==> src/rtl/vga_text_glyph_pixel_lookup_assert.svh <==
// Assertion macros for the glyph pixel lookup block.
// Define ASSERT_OFF to compile the checks out.
`ifndef VGA_TEXT_GLYPH_PIXEL_LOOKUP_ASSERT_SVH
`define VGA_TEXT_GLYPH_PIXEL_LOOKUP_ASSERT_SVH
`ifndef ASSERT_OFF
`define VTG_ASSERT(name, expr) \
   name: assert property (@(posedge clock) disable iff (reset) (expr)) \
      else $error("vtg: invariant violated");
`define VTG_ASSERT_NEXT(name, pre, post) \
   name: assert property (@(posedge clock) disable iff (reset) (pre) |=> (post)) \
      else $error("vtg: sequence violated");
`else
`define VTG_ASSERT(name, expr)
`define VTG_ASSERT_NEXT(name, pre, post)
`endif
`endif

==> src/rtl/vtg_pkg.sv <==
package vtg_pkg;

   localparam int PLANE_ADDR_BITS = 16;
   localparam int LOOKUP_ADDR_BITS = 16;
   localparam int FONT_BYTE_BITS = 8;
   localparam int CSR_DATA_BITS = 6;
   localparam int CSR_INDEX_BITS = 2;
   localparam int SET_BASE_SHIFT = 13;

   // Characters 0xC0..0xDF are the box drawing range that extends into the ninth column.
   localparam logic [7:0] BOX_RANGE_MASK = 8'hE0;
   localparam logic [7:0] BOX_RANGE_CODE = 8'hC0;
   localparam logic [4:0] ROW_MASK = 5'h1F;

   localparam logic OP_WRITE = 1'b0;
   localparam logic OP_LOOKUP = 1'b1;

   typedef enum logic [CSR_INDEX_BITS-1:0] {
      CSR_MEMORY_MAPS = 2'd0,
      CSR_CHAR_MAP_SELECT = 2'd1,
      CSR_NINE_DOT = 2'd2,
      CSR_LINE_GRAPHICS = 2'd3
   } csr_index_type;

   typedef struct packed {
      logic memory_maps_enabled;
      logic [5:0] char_map_select;
      logic nine_dot_mode;
      logic line_graphics_bit;
   } cfg_type;

   typedef struct packed {
      logic [LOOKUP_ADDR_BITS-1:0] addr;
      logic [2:0] bit_sel;
      logic force_zero;
   } lookup_type;

endpackage

==> src/rtl/vtg_addr.sv <==
module vtg_addr (
   input  vtg_pkg::cfg_type    cfg,
   input  logic [7:0]          attribute,
   input  logic [7:0]          character,
   input  logic [3:0]          column,
   input  logic [4:0]          row,
   output vtg_pkg::lookup_type lookup
);

   logic       use_set_a;
   logic [1:0] sel;
   logic       sel_hi;
   logic [2:0] set_base;
   logic       wide_column;
   logic       box_char;

   always_comb begin
      use_set_a = attribute[3];
      sel = use_set_a ? cfg.char_map_select[3:2] : cfg.char_map_select[1:0];
      sel_hi = use_set_a ? cfg.char_map_select[5] : cfg.char_map_select[4];
      set_base = cfg.memory_maps_enabled ? {sel, sel_hi} : 3'd0;

      // Base sits in bits 15:13; character*32 plus row fills the low 13 bits exactly.
      lookup.addr = {set_base, character, row & vtg_pkg::ROW_MASK};

      // Columns past the byte read its last bit, unless the ninth column is background.
      wide_column = column[3];
      box_char = (character & vtg_pkg::BOX_RANGE_MASK) == vtg_pkg::BOX_RANGE_CODE;
      lookup.bit_sel = wide_column ? 3'd0 : ~column[2:0];
      lookup.force_zero = wide_column && cfg.nine_dot_mode &&
                          (cfg.line_graphics_bit || !box_char);
   end

endmodule

==> config.mk <==
export PLATFORM = sky130hd
export DESIGN_NAME = vtg_addr
export DESIGN_NICKNAME = d
export VERILOG_FILES = /design/src/rtl/vga_text_glyph_pixel_lookup_assert.svh /design/src/rtl/vtg_pkg.sv /design/src/rtl/vtg_addr.sv
export SDC_FILE = /design/constraint.sdc
export NUM_CORES = 1
export LEC_CHECK = 0
export ABC_AREA = 1
export BUFFER_PORTS_ARGS = -buffer_cell sky130_fd_sc_hd__buf_2
export CAP_MARGIN = 20
export CORE_AREA = 4 4 41 43
export DETAILED_ROUTE_END_ITERATION = 6
export DIE_AREA = 0 0 45 47
export GPL_TIMING_DRIVEN = 0
export SYNTH_ARGS = -nofsm -noshare
export SYNTH_HDL_FRONTEND = slang
export SYNTH_SLANG_ARGS = --single-unit
==> constraint.sdc <==
create_clock -name vclk -period 0.8
set_input_delay 0.04 -clock vclk [all_inputs]
set_output_delay 0.04 -clock vclk [all_outputs]
set_load 0.005 [all_outputs]
==> summary.md <==
| Metric | Value |
|---|---|
| Worst Path Buf+Inv | `3` |
| Synth Instances | `31` |
| Core footprint | `approximately 1300 um^2` |
| Critical path startpoint category | `primary input` |
| Final min period | `approximately 0.54 ns` |
| Total number of vias | `about 310` |
| Post-synth net total | `65` |
| Largest net degree at the start of global routing | `5` |
| Mapped Area | `170.2 um^2` |
| Slew Limit Fails | `0` |
| TritonRoute pass-1 iters | `1` |
| GRT Overall Usage | `under 10%` |
| MaxCap Viol Count | `0` |
| WP data arrival | `0.50 ns` |
| Delay-heaviest family, CP | `buffers and inverters` |
| Leak Pwr | `roughly 0.00026 uW` |
| Crit-path cells | `buf_2 -> inv_1 -> nor2_1 -> nor2_1 -> buf_2` |
| Cts repair resizes | `0` |
| Number of hold violations in the final report | `0` |
| Unique cell type count in the Yosys netlist | `6` |
| Seq_cells | `0` |
| Kind of critical path | `in2out` |
| Endpoints failing setup | `0` |
| Crit. End Element | `output pin` |
| Crit path required time | `0.76 ns` |
| Synthesis Warnings | `0` |
| Hold Path Depth | `2` |
| Area Overhead vs Synth | `119.9%` |
| Antenna cells | `0` |
| CP max stage delay | `roughly 0.12 ns` |
| Post-Route WL | `669 um` |
| Antenna violations before repair | `0` |
| Max Fclk | `between 1500 and 2000 MHz` |
| Starting density of the core | `approximately an eighth` |
| Vias in the first global route | `316` |
| Slew at the pin closest to its max-slew limit | `0.1313 ns` |
| Routed WL per cell | `8.060 um` |
| Period utilization | `66.96%` |
| Global placement routability congestion | `slightly above 0.6` |
| Post-CTS Repair Setup Buffers | `0` |
| First-pass GRT wire length | `938 um` |
| DRT iter0 DRCs | `0` |
| Clkbuf count | `0` |
| Syn Area/Cell | `5.489 um^2` |
| VDD IR max | `0.0001108 V` |
| Residual DRC | `0` |
| CTS Hold Bufs | `0` |
| Critical-path maximum fanout | `4` |
| Post-synthesis sequential area ratio | `0%` |
| Fin util | `28.75%` |
| Die height | `47 um` |
| Max transition margin | `slightly above 90%` |
| Crit path max-delay cell type | `buf_2` |
| Status | `finished, final reports clean` |
| RSZ-0062 raised after global routing | `no` |
| Top-level I/O count | `54` |
| Die area | `2115 um^2` |
| Filler Cells Inserted | `158` |
| Reg area | `0 um^2` |
| Final ANT Viol Nets | `0` |
| Critical Path Stages | `5` |
| Die width | `~45 um` |
| Row count | `13` |
| Post-layout net count | `roughly 100` |
| Final setup TNS | `0 ns` |
| Port bufs | `37` |
| Pwr/cell area | `~460 nW/um^2` |
| Worst hold path type | `in2out` |
| Gr ovfl total | `0` |
| DR vias/cell | `3.759` |
| Fraction of layout cells with a size suffix above 1 | `73.53%` |
cell families (layout without fill, tap and decap cells):
family	after synthesis	in the layout	synth area share (%)
AO/OA/AOI/OAI	4	4	11.76
AND/OR/NAND/NOR	12	12	26.47
buffers and inverters	15	52	61.76
cell usage after synthesis:
cell     instances  share of area (%)
buf_4           13                 57
nor2_1          10                 22
o21ai_0          3                8.8
inv_1            2                4.4
nand2_1          2                4.4
a21oi_1          1                2.9
routing by layer:
metal	vias to the layer above	routed length [um]	part of all wire [%]	global-route usage (%)
met4	0	0	0	0
li1	156	-	-	-
met5	-	0	0	0
met1	123	156	23	4.270
met2	33	342	51	12.71
met3	0	169	25	1.916
stage by stage:
stage	hold WS (ns)	power [uW]	area [um^2]	instances	setup slack, ns
6_report	0.2470	173.4	374.1	83	0.2643
5_1_grt	0.2541	197.1	374.1	83	0.1863
4_1_cts	0.2485	177.8	374.1	83	0.2507
3_5_place_dp	0.2473	177.1	374.1	83	0.2552
3_3_place_gp	0.2484	175.2	374.1	83	0.2500
2_1_floorplan	0.1069	78.85	170.2	31	0.5065
where the power goes:
part	internal (uW)	switching [uW]	leakage [uW]
clock network	0	0	0
logic	113	60.1	0.000258
registers	0	0	0
cells in the final DEF, fill, tap and decap left out:
master / instances
nand2_1: 2
o21ai_0: 3
buf_2: 37
a21oi_1: 1
inv_1: 2
buf_4: 13
nor2_1: 10
final timing paths:
check | startpoint | to | slack (ns)
setup / recovery | attribute[3] | lookup[19] | 0.26
hold / removal | row[2] | lookup[6] | 0.25
final cells by class:
class              instances  area (um^2)  share of cell area (%)
repair buffers            37        185.2                   49.50
well taps                 15        18.77                   5.017
inverters                  2        7.507                   2.007
plain buffers             13        97.59                   26.09
multi-input cells         16        65.06                   17.39
Note: power is estimated with default switching activity, not from simulation.
