File: config.mk
export PLATFORM = sky130hd
export DESIGN_NAME = vtg_csr
export DESIGN_NICKNAME = d
export VERILOG_FILES = /design/src/rtl/vga_text_glyph_pixel_lookup_assert.svh /design/src/rtl/vtg_pkg.sv /design/src/rtl/vtg_csr.sv
export SDC_FILE = /design/constraint.sdc
export NUM_CORES = 1
export LEC_CHECK = 0
export BUFFER_PORTS_ARGS = -buffer_cell sky130_fd_sc_hd__buf_2
export CAP_MARGIN = 40
export CORE_AREA = 5 5 42 44
export DETAILED_ROUTE_END_ITERATION = 10
export DIE_AREA = 0 0 47 49
export PLACE_DENSITY = 0.62
export SYNTH_ARGS = -nofsm -noshare
export SYNTH_HDL_FRONTEND = slang
export SYNTH_SLANG_ARGS = --single-unit
File: constraint.sdc
create_clock -name clock -period 0.8 [get_ports clock]
set_input_delay 0.08 -clock clock [delete_from_list [all_inputs] [get_ports clock]]
set_output_delay 0.08 -clock clock [all_outputs]
set_load 0.005 [all_outputs]
File: src/rtl/vga_text_glyph_pixel_lookup_assert.svh
// Assertion macros for the glyph pixel lookup block.
// Define ASSERT_OFF to compile the checks out.
`ifndef VGA_TEXT_GLYPH_PIXEL_LOOKUP_ASSERT_SVH
`define VGA_TEXT_GLYPH_PIXEL_LOOKUP_ASSERT_SVH
`ifndef ASSERT_OFF
`define VTG_ASSERT(name, expr) \
   name: assert property (@(posedge clock) disable iff (reset) (expr)) \
      else $error("vtg: invariant violated");
`define VTG_ASSERT_NEXT(name, pre, post) \
   name: assert property (@(posedge clock) disable iff (reset) (pre) |=> (post)) \
      else $error("vtg: sequence violated");
`else
`define VTG_ASSERT(name, expr)
`define VTG_ASSERT_NEXT(name, pre, post)
`endif
`endif

File: src/rtl/vtg_pkg.sv
package vtg_pkg;

   localparam int PLANE_ADDR_BITS = 16;
   localparam int LOOKUP_ADDR_BITS = 16;
   localparam int FONT_BYTE_BITS = 8;
   localparam int CSR_DATA_BITS = 6;
   localparam int CSR_INDEX_BITS = 2;
   localparam int SET_BASE_SHIFT = 13;

   // Characters 0xC0..0xDF are the box drawing range that extends into the ninth column.
   localparam logic [7:0] BOX_RANGE_MASK = 8'hE0;
   localparam logic [7:0] BOX_RANGE_CODE = 8'hC0;
   localparam logic [4:0] ROW_MASK = 5'h1F;

   localparam logic OP_WRITE = 1'b0;
   localparam logic OP_LOOKUP = 1'b1;

   typedef enum logic [CSR_INDEX_BITS-1:0] {
      CSR_MEMORY_MAPS = 2'd0,
      CSR_CHAR_MAP_SELECT = 2'd1,
      CSR_NINE_DOT = 2'd2,
      CSR_LINE_GRAPHICS = 2'd3
   } csr_index_type;

   typedef struct packed {
      logic memory_maps_enabled;
      logic [5:0] char_map_select;
      logic nine_dot_mode;
      logic line_graphics_bit;
   } cfg_type;

   typedef struct packed {
      logic [LOOKUP_ADDR_BITS-1:0] addr;
      logic [2:0] bit_sel;
      logic force_zero;
   } lookup_type;

endpackage

File: src/rtl/vtg_csr.sv
module vtg_csr (
   input  logic                                  clock,
   input  logic                                  reset,
   input  logic                                  write_enable,
   input  logic [vtg_pkg::CSR_INDEX_BITS-1:0]    index,
   input  logic [vtg_pkg::CSR_DATA_BITS-1:0]     write_data,
   output vtg_pkg::cfg_type                      cfg
);

   vtg_pkg::cfg_type cfg_ff;
   vtg_pkg::cfg_type cfg_in;

   always_comb begin
      cfg_in = cfg_ff;
      if (write_enable) begin
         unique case (vtg_pkg::csr_index_type'(index))
            vtg_pkg::CSR_MEMORY_MAPS:     cfg_in.memory_maps_enabled = write_data[0];
            vtg_pkg::CSR_CHAR_MAP_SELECT: cfg_in.char_map_select = write_data[5:0];
            vtg_pkg::CSR_NINE_DOT:        cfg_in.nine_dot_mode = write_data[0];
            vtg_pkg::CSR_LINE_GRAPHICS:   cfg_in.line_graphics_bit = write_data[0];
            default: ;
         endcase
      end
   end

   always_ff @(posedge clock) begin
      if (reset) begin
         cfg_ff.memory_maps_enabled <= 1'b0;
         cfg_ff.char_map_select <= '0;
         cfg_ff.nine_dot_mode <= 1'b1;
         cfg_ff.line_graphics_bit <= 1'b0;
      end else begin
         cfg_ff <= cfg_in;
      end
   end

   assign cfg = cfg_ff;

endmodule

==> results.yml, run 1 <==
status:
  status: "finished clean"
placed_design:
  place.gp.congestion: 0.650
  dp_hpwl_um: 582
  placed_cells_incl_taps: 75
  io_buffers: 19
  dpl_cell_area_um2: 537
timing:
  tns_ps: 0
  finalHoldViolations: 0
  setup_viol: 0
  fin_crit_ps: 765
  skew_ps: 0
  report.final.slew_viol_count: 0
  fmax_mhz: 1310
  maxSlewHeadroom: 0.834
  rsz0062_at_grt: "yes"
  tightestPinTransition_ps: 249
  period_share: 0.957
routing:
  num_vias: 330
  viasPerCell: 4.18
  wl_um: 789
  firstDrtPassIters: 4
  postRouteAntennaNets: 0
  wl_per_cell_um: 9.99
  drtIter0Drc: 2
  route.detailed.drc: 0
final_layout:
  largest_reg_flops: 9
  diodes: 0
  nFillCells: 153
  postLayoutCoreUtil: 0.419
  multi_input_area_um2: 214
  syn2layout_area_growth_pct: 43.0
  nets: 75
  finalInstanceArea_um2: 587
  drive_gt1_frac: 0.524
  layoutNonFillerInstCount: 79
  regArea_um2: 191
clock_network:
  cts_setup_buffers: 0
  clkTransAtPathRegs_ps: 60
  cts.sinks: 9
  clockRootBuffer: "clkbuf_4"
  clock_latency_ps: 250
  htree_levels: 1
  cts_buffers: 3
  hold_buffers: 0
  cts_resized: 0
  cts_buffer_depth: 2
  tritoncts: "done"
yosys:
  yosys_warnings: 0
  yosysSeqAreaShare: 0.439
  avgSynthCellArea_um2: 10.3
  ys_ff_latch: 9
  synth_area_leaders: "dfxtp_1 44%, mux2i_1 22%, nand2b_1 21%"
  syn_area_um2: 410
  postSynthCellCount: 40
  yosysTopAreaCellShare: 0.439
  yosys.area.top_type: "dfxtp_1"
  synth_fp_nets: 51
  synth_cell_types: 10
worst_setup_path:
  critPathLaunchType: "flip-flop"
  cp.depth: 1
  end_kind: "primary output"
  timing.rr.start: "cfg[1]"
  worstSetupEndpoint: "cfg[2]"
  worstReg2RegEnd: "cfg[1]"
  crit_fanout: 2
  critical-path-top-delay-family: "flip-flops"
  cp_slowest_cell: "dfxtp_2"
  cp.arrival_ps: 690
  r2r_cells: 2
  critPathRequiredTime_ps: 720
  crit_buf_inv: 1
  r2r_slack_ps: 210
  criticalPathCategory: "reg2out"
  crit_chain: "buf_6"
  critPathLaunch: "cfg[2]"
  slowest_delay_ps: 330
die:
  chipHeight_um: 49
  die_x_um: 47
  core.rowCount: 14
  die_area_um2: 2300
  pin_count: 20
  start_util: 0.293
  core_um2: 1400
global_route:
  grt_pass1_vias: 302
  grt_overflow: 0
  grt_max_degree: 17
  grt_pass1_wl_um: 1270
  gr-usage-all-layers: 0.0770
  antenna_found_initial: 0
pwr:
  p_per_area_nw_per_um2: 1590
  vdd_drop_max_mv: 0.715
  leakage_uw: 0.000268
job:
  maxCapViolCount: 0
worst_hold_path:
  hp-class: "in2reg"
## where the power goes
part / leakage [µW] / internal, µW / total [µW] / switching (µW)
Sequential: 0.0000764 / 467 / 475 / 7.97
Clock: 0.0000150 / 192 / 339 / 148
Combinational: 0.000177 / 73.4 / 120 / 47.0
Total: 0.000268 / 732 / 935 / 203
## area by class of cell
class / count / share of cell area
Multi-Input combinational cell: 29 / 0.365
Clock buffer: 4 / 0.0448
Sequential cell: 9 / 0.326
Timing Repair Buffer: 21 / 0.230
Tap cell: 16 / 0.0341
## Yosys cell counts
master and instances:
nand2b_1 14, dfxtp_1 9, mux2i_1 9, nor2_1 2, and3b_1 1, buf_2 1
buf_6 1, nand3_1 1, nand3b_1 1, nor3b_1 1
## cells in the final DEF (no fill, tap or decap), drive strengths merged
cell type	instances
dfxtp	9
mux2i	9
nor3b	1
clkbuf	4
nand2b	14
nand3b	1
nor2	2
and3b	1
buf	21
nand3	1
## routing by layer
layer | wire length, µm | GRT usage | vias up
met4 | 0 | 0.0553 | 0
met3 | 107 | 0.0480 | 0
met1 | 360 | 0.100 | 139
met2 | 321 | 0.0882 | 14
li1 | - | - | 177
met5 | 0 | 0 | -
## cell families (layout without fill, tap and decap cells)
logic type | after synthesis | count (layout) | synth area share
and+or+nand+nor | 20 | 20 | 0.302
DFF | 9 | 9 | 0.439
buffers and inverters | 2 | 25 | 0.0396
muxes | 9 | 9 | 0.220
## through the flow
| step | hold slack, ps | power (µW) | worst slack, ps |
|---|---|---|---|
| 2_1_floorplan | 235 | 540 | 167 |
| 3_3_place_gp | 347 | 599 | -26.7 |
| 3_5_place_dp | 351 | 599 | -30.7 |
| 4_1_cts | 73.0 | 950 | 1.47 |
| 5_1_grt | 56.2 | 1010 | -8.17 |
| 6_report | 72.0 | 935 | 34.8 |
## worst min path at each step
stage / start / to / cells past startpoint / slack, ps
floorplan: write_data[1] / cfg[3] / 2 / 230
global placement: write_data[4] / cfg[6] / 3 / 350
detailed placement: write_data[1] / cfg[3] / 3 / 350
CTS: write_data[4] / cfg[6] / 3 / 70
global route: write_data[4] / cfg[6] / 3 / 60
finish: write_data[4] / cfg[6] / 3 / 70
No activity file was read; power rests on OpenSTA's default activity.
==> run 2: changes to the inputs <==
- CELL_PAD_IN_SITES_DETAIL_PLACEMENT: not set -> 1
- CELL_PAD_IN_SITES_GLOBAL_PLACEMENT: not set -> 1
- CORE_AREA: 5 5 42 44 -> not set
- CORE_MARGIN: not set -> 5
- CORE_UTILIZATION: not set -> 30
- DIE_AREA: 0 0 47 49 -> not set
- PLACE_DENSITY: 0.62 -> 0.77
==> run 2 against run 1 <==
Effect of this change: non-clock buffer count did not move; core utilization increased by 2.5 points; global-route usage grew 2.2 points; setup slack got worse by 3.2 ps; first-iteration DRC count stayed put; register-to-register slack barely moved; largest power group unchanged; combinational power about the same.
==> results.yml, run 2 (synthesis gave the netlist of run 1 again) <==
status:
  status: "finished clean"
pwr:
  leakage_uw: 0.000267
  p_per_area_nw_per_um2: 1620
  vdd_drop_max_mv: 1.19
die:
  core_um2: 1300
  core.rowCount: 13
  start_util: 0.315
  pin_count: 20
  die_x_um: 47.0
  chipHeight_um: 47.0
  die_area_um2: 2210
global_route:
  grt_overflow: 0
  grt.busiest_layer: "met2"
  grtUsageMet3: 0.0460
  grt.met1_usage: 0.124
  grt_max_degree: 17
  grt_pass1_wl_um: 1480
  gr-usage-all-layers: 0.0988
  antenna_found_initial: 0
  grt_use_met2: 0.141
  grt_pass1_vias: 366
worst_setup_path:
  end_kind: "primary output"
  cp.arrival_ps: 690
  critPathRequiredTime_ps: 720
  r2r_cells: 2
  cp.depth: 1
  crit_chain: "buf_2"
  r2r_slack_ps: 220
  slowest_delay_ps: 320
  criticalPathCategory: "reg2out"
  crit_fanout: 2
  crit_buf_inv: 1
  critical-path-top-delay-family: "flip-flops"
  cp_slowest_cell: "dfxtp_2"
  critPathLaunchType: "flip-flop"
routing:
  drtIter0Drc: 2
  route.detailed.drc: 0
  viasPerCell: 4.44
  num_vias: 346
  firstDrtPassIters: 3
  wl_um: 898
  postRouteAntennaNets: 0
  wl_per_cell_um: 11.5
timing:
  rsz0062_at_grt: "yes"
  skew_ps: 0
  tightestPinTransition_ps: 226
  finalHoldViolations: 0
  setup_viol: 0
  report.final.slew_viol_count: 0
  whs_ps: 82.7
  fmax_mhz: 1300
  maxSlewHeadroom: 0.849
  tns_ps: 0
  period_share: 0.960
  fin_crit_ps: 768
placed_design:
  dpl_cell_area_um2: 536
  dp_hpwl_um: 718
  place.gp.congestion: 0.650
  placed_cells_incl_taps: 74
  io_buffers: 19
clock_network:
  cts_buffers: 3
  clockRootBuffer: "clkbuf_4"
  clkTransAtPathRegs_ps: 60
  cts_resized: 0
  cts_buffer_depth: 2
  hold_buffers: 0
  clock_latency_ps: 250
  tritoncts: "done"
  cts_setup_buffers: 0
  cts.sinks: 9
  htree_levels: 1
worst_hold_path:
  hp-class: "in2reg"
  min_path_cells: 3
final_layout:
  largest_reg_flops: 9
  most-common-layout-cells: "18 x buf_2, 14 x nand2b_1, 9 x mux2i_1, 8 x dfxtp_2, 3 x clkbuf_4"
  nets: 75
  diodes: 0
  layoutNonFillerInstCount: 78
  drive_gt1_frac: 0.508
  finalInstanceArea_um2: 578
  syn2layout_area_growth_pct: 40.9
  layout_commonest_cell: "buf_2"
job:
  maxCapViolCount: 0
-- run 2: changes by cell type in the layout (fill, tap and decap cells not counted) --
cell and delta:
buf_2 +1, buf_6 -1, dfxtp_1 +1, dfxtp_2 -1
-- run 2: final cells by class --
type                            instances  area, µm²
Multi-Input combinational cell         29        214
Clock buffer                            4       26.3
Tap cell                               15       18.8
Timing Repair Buffer                   21        129
Fill cell                             172        723
Sequential cell                         9        190
-- run 2: final timing paths --
kind	from	endpoint
max	cfg[3]	cfg[3]
min	write_data[3]	cfg[5]
max reg2reg	cfg[1]	cfg[1]
min reg2reg	cfg[5]	cfg[5]
-- run 2: per-stage QoR --
step | utilization | setup WS (ps) | total power (µW)
2_1_floorplan | - | 167 | 540
3_3_place_gp | 0.412 | -28.3 | 598
5_1_grt | 0.444 | -2.71 | 990
6_report | 0.444 | 31.6 | 934
4_1_cts | 0.432 | 2.66 | 945
3_5_place_dp | 0.412 | -50.2 | 602
-- run 2: power breakdown --
group / switching [µW] / leakage, µW / internal [µW]
Clock: 147 / 0.0000150 / 191
Sequential: 8.17 / 0.0000760 / 467
Combinational: 48.7 / 0.000176 / 71.5
-- run 2: per-layer routing --
| layer | vias to the layer above | part of all wire |
|---|---|---|
| li1 | 180 | - |
| met1 | 153 | 0.46 |
| met2 | 11 | 0.46 |
| met3 | 2 | 0.070 |
| met4 | 0 | 0.0089 |
| met5 | - | 0 |
